### config.mk
export PLATFORM = sky130hd
export DESIGN_NAME = motor_power_ramp_sqrt_trim_top
export DESIGN_NICKNAME = d
export VERILOG_FILES = /design/src/sv/mprst_pkg.sv /design/src/sv/mprst_isqrt.sv /design/src/sv/motor_power_ramp_sqrt_trim_top.sv
export SDC_FILE = /design/constraint.sdc
export NUM_CORES = 1
export LEC_CHECK = 0
export ABC_AREA = 1
export BUFFER_PORTS_ARGS = -buffer_cell sky130_fd_sc_hd__buf_4
export CORE_MARGIN = 5
export CORE_UTILIZATION = 30
export CTS_CLUSTER_SIZE = 10
export DETAILED_ROUTE_END_ITERATION = 6
export GPL_ROUTABILITY_DRIVEN = 0
export PLACE_DENSITY = 0.46
export SETUP_SLACK_MARGIN = 0.05
export SLEW_MARGIN = 20
export SYNTH_ARGS = -nofsm -noshare
export SYNTH_HDL_FRONTEND = slang
export SYNTH_HIERARCHICAL = 1
export SYNTH_SLANG_ARGS = --single-unit
### constraint.sdc
create_clock -name i_clk -period 4.55 [get_ports i_clk]
set_clock_uncertainty 0.05 [all_clocks]
set_input_delay 0.2275 -clock i_clk [delete_from_list [all_inputs] [get_ports i_clk]]
set_output_delay 0.2275 -clock i_clk [all_outputs]
set_load 0.1 [all_outputs]
### src/sv/mprst_pkg.sv
`timescale 1ns / 1ps
`default_nettype none
// ----------------------------------------------------------------------------
// mprst_pkg
// shared types, codes and widths of the motor power ramp with sqrt trim
// ----------------------------------------------------------------------------
package mprst_pkg;

    // default parameter values
    localparam int POWER_WIDTH_DEF   = 16;
    localparam int ENCODER_WIDTH_DEF = 16;

    // fixed field widths
    localparam int VAL_W   = 16;             // value field, setpoint register
    localparam int OUT_W   = 16;             // power fields of a result
    localparam int MAG_W   = VAL_W;          // magnitude of setpoint minus measure
    localparam int RT_W    = MAG_W + 1;      // root register of the sqrt unit
    localparam int GAIN_W  = 8;
    localparam int STEP_W  = 15;
    localparam int PROD_W  = RT_W + GAIN_W;
    localparam int ADDR_W  = 5;
    localparam int APB_W   = 32;
    localparam int M_DATA_W = 40;

    // command codes
    localparam logic [1:0] CMD_TICK = 2'd0;
    localparam logic [1:0] CMD_LOAD = 2'd1;
    localparam logic [1:0] CMD_ENC  = 2'd2;

    // register indexes
    localparam logic [2:0] REG_RAMP_STEP   = 3'd0;
    localparam logic [2:0] REG_TRIM_GAIN   = 3'd1;
    localparam logic [2:0] REG_ENC_SETP    = 3'd2;
    localparam logic [2:0] REG_TRIM_ENABLE = 3'd3;
    localparam logic [2:0] REG_RAMP_HOLD   = 3'd4;

    typedef enum logic [1:0] {
        PH_IDLE  = 2'd0,
        PH_START = 2'd1,
        PH_UP    = 2'd2,
        PH_DOWN  = 2'd3
    } t_phase;

    // status from the sqrt unit
    typedef struct packed {
        logic            done;
        logic [RT_W-1:0] root;
    } t_sqrt_rsp;

endpackage
`default_nettype wire

### src/sv/mprst_isqrt.sv
`timescale 1ns / 1ps
`default_nettype none
// ----------------------------------------------------------------------------
// mprst_isqrt
// iterative integer square root, one bit pair per cycle
// ----------------------------------------------------------------------------
module mprst_isqrt #(
    parameter int ENCODER_WIDTH = mprst_pkg::ENCODER_WIDTH_DEF
) (
    input  wire logic                        i_clk,
    input  wire logic                        i_rst_n,
    input  wire logic                        i_start,
    input  wire logic [mprst_pkg::MAG_W-1:0] i_mag,
    output mprst_pkg::t_sqrt_rsp             o_rsp
);
    import mprst_pkg::*;

    // trial bits above the magnitude range never succeed, so they are skipped
    localparam int FIRST = 2 * ((ENCODER_WIDTH + 2) / 2);
    localparam int START = (FIRST > MAG_W - 2) ? MAG_W - 2 : FIRST;
    localparam int IDX_W = $clog2(START + 1);

    logic [MAG_W-1:0] r_x;
    logic [RT_W-1:0]  r_res;
    logic [IDX_W-1:0] r_idx;
    logic             r_busy;
    logic             r_done;

    logic [RT_W-1:0]  w_bit;
    logic [RT_W:0]    w_trial;
    logic             w_take;

    assign w_bit   = RT_W'(1) << r_idx;
    assign w_trial = {1'b0, r_res} + {1'b0, w_bit};
    assign w_take  = ((RT_W + 1)'(r_x) >= w_trial);

    always_ff @(posedge i_clk) begin
        if (!i_rst_n) begin
            r_busy <= 1'b0;
            r_done <= 1'b0;
        end else begin
            r_done <= 1'b0;
            if (i_start) begin
                r_x    <= i_mag;
                r_res  <= '0;
                r_idx  <= IDX_W'(START);
                r_busy <= 1'b1;
            end else if (r_busy) begin
                if (w_take) begin
                    r_x   <= r_x - w_trial[MAG_W-1:0];
                    r_res <= (r_res >> 1) + w_bit;
                end else begin
                    r_res <= r_res >> 1;
                end
                if (r_idx == '0) begin
                    r_busy <= 1'b0;
                    r_done <= 1'b1;
                end else begin
                    r_idx <= r_idx - IDX_W'(2);
                end
            end
        end
    end

    // done flag above the root
    assign o_rsp = {r_done, r_res};

endmodule
`default_nettype wire

### src/sv/motor_power_ramp_sqrt_trim_top.sv
`timescale 1ns / 1ps
`default_nettype none
// ----------------------------------------------------------------------------
// motor_power_ramp_sqrt_trim_top
// slew-rate limited motor drive power with square-root encoder speed trim
// ----------------------------------------------------------------------------
// One transaction in gives one transaction out showing the state after the
// command. The block works on one command at a time and drops s_axis_tready
// from acceptance until the command is finished. Ramp ticks, target loads,
// refused encoder commands and unused codes pass through S_EXEC and S_DONE,
// where the result register is loaded. An accepted encoder trim runs the
// square-root unit one bit pair per cycle, then a multiply state (S_MUL) and
// a saturating add state (S_TRIM) before S_DONE. The result sits in an
// output register, so a new command is taken while it waits for m_axis_tready.
// Configuration goes through the APB port at byte address 4*index and must
// only be written while no command is in flight.
// ----------------------------------------------------------------------------
module motor_power_ramp_sqrt_trim_top #(
    parameter int POWER_WIDTH   = mprst_pkg::POWER_WIDTH_DEF,
    parameter int ENCODER_WIDTH = mprst_pkg::ENCODER_WIDTH_DEF
) (
    input  wire logic                           i_clk,
    input  wire logic                           i_rst_n,
    // command stream
    input  wire logic                           s_axis_tvalid,
    output logic                                s_axis_tready,
    input  wire logic [mprst_pkg::VAL_W-1:0]    s_axis_tdata,  // value
    input  wire logic [1:0]                     s_axis_tuser,  // command
    // result stream
    output logic                                m_axis_tvalid,
    input  wire logic                           m_axis_tready,
    // power_now, power_target, ramp_phase, saturated, zero pad
    output logic [mprst_pkg::M_DATA_W-1:0]      m_axis_tdata,
    // configuration
    input  wire logic                           psel,
    input  wire logic                           penable,
    input  wire logic                           pwrite,
    input  wire logic [mprst_pkg::ADDR_W-1:0]   paddr,
    input  wire logic [mprst_pkg::APB_W-1:0]    pwdata,
    output logic [mprst_pkg::APB_W-1:0]         prdata,
    output logic                                pready
);
    import mprst_pkg::*;

    // wide enough for power, step and trim product with room for sign and carry
    localparam int SUM_W = ((POWER_WIDTH > PROD_W + 1) ? POWER_WIDTH : PROD_W + 1) + 2;
    localparam logic signed [SUM_W-1:0] PMAX = SUM_W'({1'b0, {(POWER_WIDTH-1){1'b1}}});
    localparam logic signed [SUM_W-1:0] PMIN = ~PMAX;

    typedef enum logic [2:0] {
        S_IDLE,
        S_EXEC,
        S_SQRT,
        S_MUL,
        S_TRIM,
        S_DONE
    } t_state;

    // configuration registers
    logic [STEP_W-1:0]       r_ramp_step;
    logic [GAIN_W-1:0]       r_trim_gain;
    logic signed [VAL_W-1:0] r_setpoint;
    logic                    r_trim_enable;
    logic                    r_ramp_hold;

    // block state
    t_state                        r_state;
    logic signed [POWER_WIDTH-1:0] r_power;
    logic signed [POWER_WIDTH-1:0] r_target;
    t_phase                        r_phase;
    logic                          r_clip;

    // command being worked on
    logic [1:0]              r_cmd;
    logic signed [VAL_W-1:0] r_val;
    logic                    r_neg;
    logic [PROD_W-1:0]       r_prod;

    // result register
    logic                    r_m_valid;
    logic [M_DATA_W-1:0]     r_m_data;

    // ramp tick
    logic signed [SUM_W-1:0]       w_cur_x;
    logic signed [SUM_W-1:0]       w_tgt_x;
    logic signed [SUM_W-1:0]       w_step_x;
    logic signed [SUM_W-1:0]       w_up_x;
    logic signed [SUM_W-1:0]       w_dn_x;
    logic signed [POWER_WIDTH-1:0] n_tick_power;
    t_phase                        n_tick_phase;

    // load and trim
    logic signed [SUM_W-1:0]       w_val_x;
    logic signed [POWER_WIDTH-1:0] n_load_target;
    logic signed [SUM_W-1:0]       w_trim_x;
    logic signed [POWER_WIDTH-1:0] n_trim_target;
    logic                          n_trim_clip;
    logic signed [MAG_W:0]         w_diff;
    logic signed [MAG_W:0]         w_diff_neg;
    logic [MAG_W-1:0]              w_mag;
    logic                          w_trim_ok;
    logic                          w_sq_start;
    t_sqrt_rsp                     w_sq;

    logic                    w_cfg_wr;

    // ------------------------------------------------------------------------
    // configuration port
    // ------------------------------------------------------------------------
    assign pready   = 1'b1;
    assign w_cfg_wr = psel & penable & pwrite & pready;

    always_ff @(posedge i_clk) begin
        if (!i_rst_n) begin
            r_ramp_step   <= STEP_W'(1);
            r_trim_gain   <= GAIN_W'(1);
            r_setpoint    <= '0;
            r_trim_enable <= 1'b0;
            r_ramp_hold   <= 1'b0;
        end else if (w_cfg_wr) begin
            case (paddr[ADDR_W-1:2])
                REG_RAMP_STEP:   r_ramp_step   <= pwdata[STEP_W-1:0];
                REG_TRIM_GAIN:   r_trim_gain   <= pwdata[GAIN_W-1:0];
                REG_ENC_SETP:    r_setpoint    <= signed'(pwdata[VAL_W-1:0]);
                REG_TRIM_ENABLE: r_trim_enable <= pwdata[0];
                REG_RAMP_HOLD:   r_ramp_hold   <= pwdata[0];
                default: ;
            endcase
        end
    end

    always_comb begin
        case (paddr[ADDR_W-1:2])
            REG_RAMP_STEP:   prdata = APB_W'(r_ramp_step);
            REG_TRIM_GAIN:   prdata = APB_W'(r_trim_gain);
            REG_ENC_SETP:    prdata = APB_W'(unsigned'(r_setpoint));
            REG_TRIM_ENABLE: prdata = APB_W'(r_trim_enable);
            REG_RAMP_HOLD:   prdata = APB_W'(r_ramp_hold);
            default:         prdata = '0;
        endcase
    end

    // ------------------------------------------------------------------------
    // ramp tick: one step toward the target, held at zero on a sign change
    // ------------------------------------------------------------------------
    always_comb begin
        w_cur_x  = SUM_W'(r_power);
        w_tgt_x  = SUM_W'(r_target);
        // a zero step behaves as one
        w_step_x = signed'(SUM_W'((r_ramp_step == '0) ? STEP_W'(1) : r_ramp_step));
        w_up_x   = w_cur_x + w_step_x;
        w_dn_x   = w_cur_x - w_step_x;
        n_tick_power = r_power;
        n_tick_phase = r_phase;
        if (r_phase != PH_IDLE && !r_ramp_hold) begin
            if (r_phase == PH_START && w_tgt_x == w_cur_x) begin
                n_tick_phase = PH_IDLE;
            end else if ((r_phase == PH_START && w_tgt_x > w_cur_x) || r_phase == PH_UP) begin
                if (w_up_x >= w_tgt_x) begin
                    n_tick_power = r_target;
                    n_tick_phase = PH_IDLE;
                end else begin
                    n_tick_phase = PH_UP;
                    n_tick_power = (w_cur_x < 0 && w_up_x > 0) ? '0 : w_up_x[POWER_WIDTH-1:0];
                end
            end else begin
                if (w_dn_x <= w_tgt_x) begin
                    n_tick_power = r_target;
                    n_tick_phase = PH_IDLE;
                end else begin
                    n_tick_phase = PH_DOWN;
                    n_tick_power = (w_cur_x > 0 && w_dn_x < 0) ? '0 : w_dn_x[POWER_WIDTH-1:0];
                end
            end
        end
    end

    // ------------------------------------------------------------------------
    // target load and trim, both clamped to the power range
    // ------------------------------------------------------------------------
    always_comb begin
        w_val_x = SUM_W'(r_val);
        if (w_val_x > PMAX) begin
            n_load_target = PMAX[POWER_WIDTH-1:0];
        end else if (w_val_x < PMIN) begin
            n_load_target = PMIN[POWER_WIDTH-1:0];
        end else begin
            n_load_target = w_val_x[POWER_WIDTH-1:0];
        end

        w_trim_x    = r_neg ? (w_tgt_x - signed'(SUM_W'(r_prod)))
                            : (w_tgt_x + signed'(SUM_W'(r_prod)));
        n_trim_clip = 1'b1;
        if (w_trim_x > PMAX) begin
            n_trim_target = PMAX[POWER_WIDTH-1:0];
        end else if (w_trim_x < PMIN) begin
            n_trim_target = PMIN[POWER_WIDTH-1:0];
        end else begin
            n_trim_target = w_trim_x[POWER_WIDTH-1:0];
            n_trim_clip   = 1'b0;
        end
    end

    // encoder error and its magnitude for the root unit
    assign w_diff     = (MAG_W + 1)'(r_setpoint) - (MAG_W + 1)'(r_val);
    assign w_diff_neg = -w_diff;
    assign w_mag      = w_diff[MAG_W] ? w_diff_neg[MAG_W-1:0] : w_diff[MAG_W-1:0];
    assign w_trim_ok  = r_trim_enable && (r_phase == PH_IDLE);
    assign w_sq_start = (r_state == S_EXEC) && (r_cmd == CMD_ENC) && w_trim_ok;

    mprst_isqrt #(
        .ENCODER_WIDTH (ENCODER_WIDTH)
    ) u_isqrt (
        .i_clk   (i_clk),
        .i_rst_n (i_rst_n),
        .i_start (w_sq_start),
        .i_mag   (w_mag),
        .o_rsp   (w_sq)
    );

    // ------------------------------------------------------------------------
    // sequencer
    // ------------------------------------------------------------------------
    always_ff @(posedge i_clk) begin
        if (!i_rst_n) begin
            r_state   <= S_IDLE;
            r_power   <= '0;
            r_target  <= '0;
            r_phase   <= PH_IDLE;
            r_clip    <= 1'b0;
            r_m_valid <= 1'b0;
        end else begin
            case (r_state)
                S_IDLE: begin
                    if (s_axis_tvalid) begin
                        r_cmd   <= s_axis_tuser;
                        r_val   <= signed'(s_axis_tdata);
                        r_state <= S_EXEC;
                    end
                end
                S_EXEC: begin
                    r_clip <= 1'b0;
                    case (r_cmd)
                        CMD_TICK: begin
                            r_power <= n_tick_power;
                            r_phase <= n_tick_phase;
                            r_state <= S_DONE;
                        end
                        CMD_LOAD: begin
                            r_target <= n_load_target;
                            r_phase  <= PH_START;
                            r_state  <= S_DONE;
                        end
                        CMD_ENC: begin
                            // refused unless trim is on and the ramp is idle
                            r_neg   <= w_diff[MAG_W];
                            r_state <= w_trim_ok ? S_SQRT : S_DONE;
                        end
                        default: r_state <= S_DONE;
                    endcase
                end
                S_SQRT: begin
                    if (w_sq.done) begin
                        r_state <= S_MUL;
                    end
                end
                S_MUL: begin
                    r_prod  <= PROD_W'(w_sq.root) * PROD_W'(r_trim_gain);
                    r_state <= S_TRIM;
                end
                S_TRIM: begin
                    r_target <= n_trim_target;
                    r_clip   <= n_trim_clip;
                    r_phase  <= PH_START;
                    r_state  <= S_DONE;
                end
                S_DONE: begin
                    // wait for the result register to be free
                    if (!r_m_valid || m_axis_tready) begin
                        r_m_data  <= {(M_DATA_W - 2*OUT_W - 3)'(0), r_clip,
                                      2'(r_phase), w_tgt_x[OUT_W-1:0], w_cur_x[OUT_W-1:0]};
                        r_state   <= S_IDLE;
                    end
                end
                default: r_state <= S_IDLE;
            endcase

            // result register: filled when a command finishes, emptied on a transfer
            if (r_state == S_DONE && (!r_m_valid || m_axis_tready)) begin
                r_m_valid <= 1'b1;
            end else if (m_axis_tready) begin
                r_m_valid <= 1'b0;
            end
        end
    end

    assign s_axis_tready = (r_state == S_IDLE);
    assign m_axis_tvalid = r_m_valid;
    assign m_axis_tdata  = r_m_data;

endmodule
`default_nettype wire

==> summary.log <==
[synthesis] most used flip-flop cell after synthesis sky130_fd_sc_hd__edfxtp_1
[clock_network] clock-pin transition on the worst setup and hold timing paths 0.09 ns
[layout] Register Area 5110 µm²
[critical_path] Worst Setup Start Kind flop
[place] Post-Place Cell Area 25000 µm²
[sta] final number of hold-violating endpoints 0
[clock_network] clock root cell sky130_fd_sc_hd__clkbuf_16
[layout] leading cell types in the layout, fill and taps excluded sky130_fd_sc_hd__nand2_1, sky130_fd_sc_hd__inv_1, sky130_fd_sc_hd__buf_4, sky130_fd_sc_hd__nor2_1, sky130_fd_sc_hd__ha_1
[synthesis] sequential element share of the synthesized area 0.234
[critical_path] RR Startpoint u_isqrt/r_res[5]
[synthesis] number of cells produced by synthesis 3140
[synthesis] most area-hungry cell type in the Yosys netlist sky130_fd_sc_hd__edfxtp_1
[synthesis] leading post-synthesis cells by cell area sky130_fd_sc_hd__edfxtp_1, sky130_fd_sc_hd__nand2_1, sky130_fd_sc_hd__ha_1
[clock_network] H-tree level count 4
[sta] worst relative slew slack 0.411
[synthesis] post-synth design cell area 21800 µm²
[die] die area 78200 µm²
[min_path] hold path start paddr[4]
[routing] router iterations before antenna repair 5
[place] half-perimeter wire length after detailed placement 59700 µm
[clock_network] clock latency of the later-clocked register in the worst-skew pair 0.50 ns
[sta] part of the cycle the worst path needs 0.993
[routing] Initial DRC Count 1275
[clock_network] Max clock buf depth 2
[run_status] run status complete, no violations
[critical_path] data arrival at the endpoint of the critical path 4.71 ns
[routing] number of routed nets with antenna violations 0
[sta] max frequency 221 MHz
[routing] via density per instance 4.65
[flow_run] maximum capacitance violations 0
[sta] time the final worst path needs with I/O delays and setup 4.52 ns
[synthesis] number of synthesized flops with an enable pin 115
[global_route] total gr overflow 0
[routing] Total Wirelength 72200 µm
[layout] ratio of cells with drive above 1 in the final layout 0.186
[synthesis] mean instance size in the synthesized netlist 6.95 µm²
[synthesis] share of synthesized flip-flops with an asynchronous set or reset 0
[sta] final setup violating endpoints 0
[layout] area of combinational cells with multiple inputs 15000 µm²
[global_route] wire length of the first global-routing pass 111000 µm
[min_path] Hold WC Path Type in2reg
[global_route] pin count of the biggest net entering global routing 59
[sta] final max-slew violation count 0
[critical_path] endpoint type of the worst setup path flop
[die] Core Region 71900 µm²
[global_route] antenna violations before repair 1
[critical_path] Req. time, crit path 4.74 ns
[layout] commonest non-fill, non-tap cell in the layout sky130_fd_sc_hd__nand2_1
[sta] hold slack 0.0812 ns
[routing] routed wirelength normalized by instance count 16.4 µm
[synthesis] total of flip-flops plus latches after synthesis 197
[critical_path] Worst Setup SP u_isqrt/r_res[5]
[sta] unrepaired setup endpoints after global routing yes
[clock_network] total clock sinks 197
[die] chip height 280 µm
[place] port bufs 96
[critical_path] largest driver fanout on the critical path 5
[die] initial cell density of the core 0.304
[critical_path] reg2reg setup slack 0.03 ns
[power_and_ir_drop] power density cells 223 nW/µm²
[synthesis] synth unique cells 61
[die] Rows 98
[clock_network] cts bufs inserted 17
[synthesis] Ys Warns 6
[layout] count of inserted antenna diode cells 0
[die] horizontal extent of the die 280 µm
[clock_network] CTS tree built
[critical_path] critical setup path kind reg2reg
[layout] Post-layout nets 3800
[sta] worst-margin pin slew 0.883 ns
[global_route] global-route usage over all layers 0.181
[layout] # fillers 7776
[layout] layout overhead on the synthesized area 24.1%
[routing] via count 20457
[synthesis] fraction of post-synthesis cell area in the top cell type by area 0.158
[die] number of top-level design ports 137
[sta] total negative setup slack 0 ns
[global_route] vias in the first global route 19830
[routing] DRC violations left 0
[layout] finished layout cell area 27100 µm²
[power_and_ir_drop] peak supply drop 218 µV
[power_and_ir_drop] leakage power summed over all cells 0.0139 µW
-- layout make-up --
cell class,count,share of cell area
flip-flops and latches,197,0.189
clock buffers,17,0.0157
inverters,557,0.0773
repair buffers,379,0.114
multi-input cells,2287,0.553
well taps,950,0.0439
clock inverters,15,0.00795
-- worst paths after layout --
path	end	cells past startpoint
min reg2reg	r_trim_gain[0]	2
max reg2reg	r_prod[20]	18
max	r_prod[20]	18
min	r_trim_enable	3
-- Yosys cell counts, types with 37 or more instances --
| cell | count |
|---|---|
| sky130_fd_sc_hd__nand2_1 | 844 |
| sky130_fd_sc_hd__inv_1 | 541 |
| sky130_fd_sc_hd__nor2_1 | 230 |
| sky130_fd_sc_hd__a21oi_1 | 206 |
| sky130_fd_sc_hd__ha_1 | 204 |
| sky130_fd_sc_hd__nand3_1 | 146 |
| sky130_fd_sc_hd__o21ai_0 | 142 |
| sky130_fd_sc_hd__edfxtp_1 | 115 |
| sky130_fd_sc_hd__fa_1 | 95 |
| sky130_fd_sc_hd__xor2_1 | 90 |
| sky130_fd_sc_hd__dfxtp_1 | 82 |
| sky130_fd_sc_hd__clkbuf_1 | 56 |
| sky130_fd_sc_hd__nand4_1 | 46 |
| sky130_fd_sc_hd__nor3_1 | 37 |
-- state kept, by name, summed over array words and instances, names as in the netlist, 3 cells and up --
name,flops
m_axis_tdata,35
r_power,16
r_prod,25
r_ramp_step,15
r_setpoint,16
r_state,3
r_target,16
r_trim_gain,8
r_val,16
u_isqrt/r_idx,3
u_isqrt/r_res,17
u_isqrt/r_x,16
-- where the power goes --
part	internal, µW	leakage, µW	total (µW)	switching, µW
combinational	870	0.0119	2340	1470
sequential	1930	0.00173	2000	75.3
clock	811	0.000310	1680	872
-- per-layer routing --
layer	global-route usage	share of wire	up-vias
met5	0	0	-
met1	0.254	0.49	9471
met4	0.0521	0.022	0
met2	0.291	0.45	363
li1	-	-	10559
met3	0.0255	0.035	64
-- worst max-delay path, cell delays in order (launching register included) --
cell and delay (ns):
sky130_fd_sc_hd__edfxtp_1 0.47, sky130_fd_sc_hd__buf_4 0.18, sky130_fd_sc_hd__nand2_1 0.05, sky130_fd_sc_hd__inv_1 0.05
sky130_fd_sc_hd__fa_1 0.56, sky130_fd_sc_hd__fa_1 0.44, sky130_fd_sc_hd__fa_1 0.47, sky130_fd_sc_hd__fa_1 0.59
sky130_fd_sc_hd__ha_4 0.23, sky130_fd_sc_hd__a21oi_2 0.16, sky130_fd_sc_hd__nand2_2 0.09, sky130_fd_sc_hd__nand2_2 0.06
sky130_fd_sc_hd__nand3_2 0.08, sky130_fd_sc_hd__a31oi_4 0.18, sky130_fd_sc_hd__o21ai_2 0.09, sky130_fd_sc_hd__a21boi_2 0.18
sky130_fd_sc_hd__o21ai_2 0.07, sky130_fd_sc_hd__buf_4 0.13, sky130_fd_sc_hd__xor2_1 0.13
-- repair_timing --
action,in CTS,in global routing
buffers inserted,9,30
gates resized for setup,37,180
hold buffers,35,0
endpoints found under the setup margin,24,79
cloned,0,1
pin swaps,27,101
hold endpoints to repair,51,0
-- per-stage QoR --
stage | util | power (µW) | worst slack [ns] | instances
2_1_floorplan | - | 3410 | 0.0365 | 3160
3_3_place_gp | 0.347 | 4140 | -0.0359 | 4296
3_5_place_dp | 0.347 | 4130 | -0.111 | 4296
4_1_cts | 0.364 | 5920 | -0.0324 | 4371
5_1_grt | 0.377 | 6380 | -0.155 | 4402
6_report | 0.377 | 6030 | 0.0334 | 4402
-- kinds of logic after synthesis --
family,Yosys count,synth area share
AND/OR/NAND/NOR,1395,0.274
flip-flops,197,0.234
adder cells (fa/ha/maj),299,0.204
other,2,0.000344
buffers and inverters,677,0.124
XOR/XNOR,127,0.0513
AO/OA/AOI/OAI,443,0.113
Power figures use the tool's default switching activity.
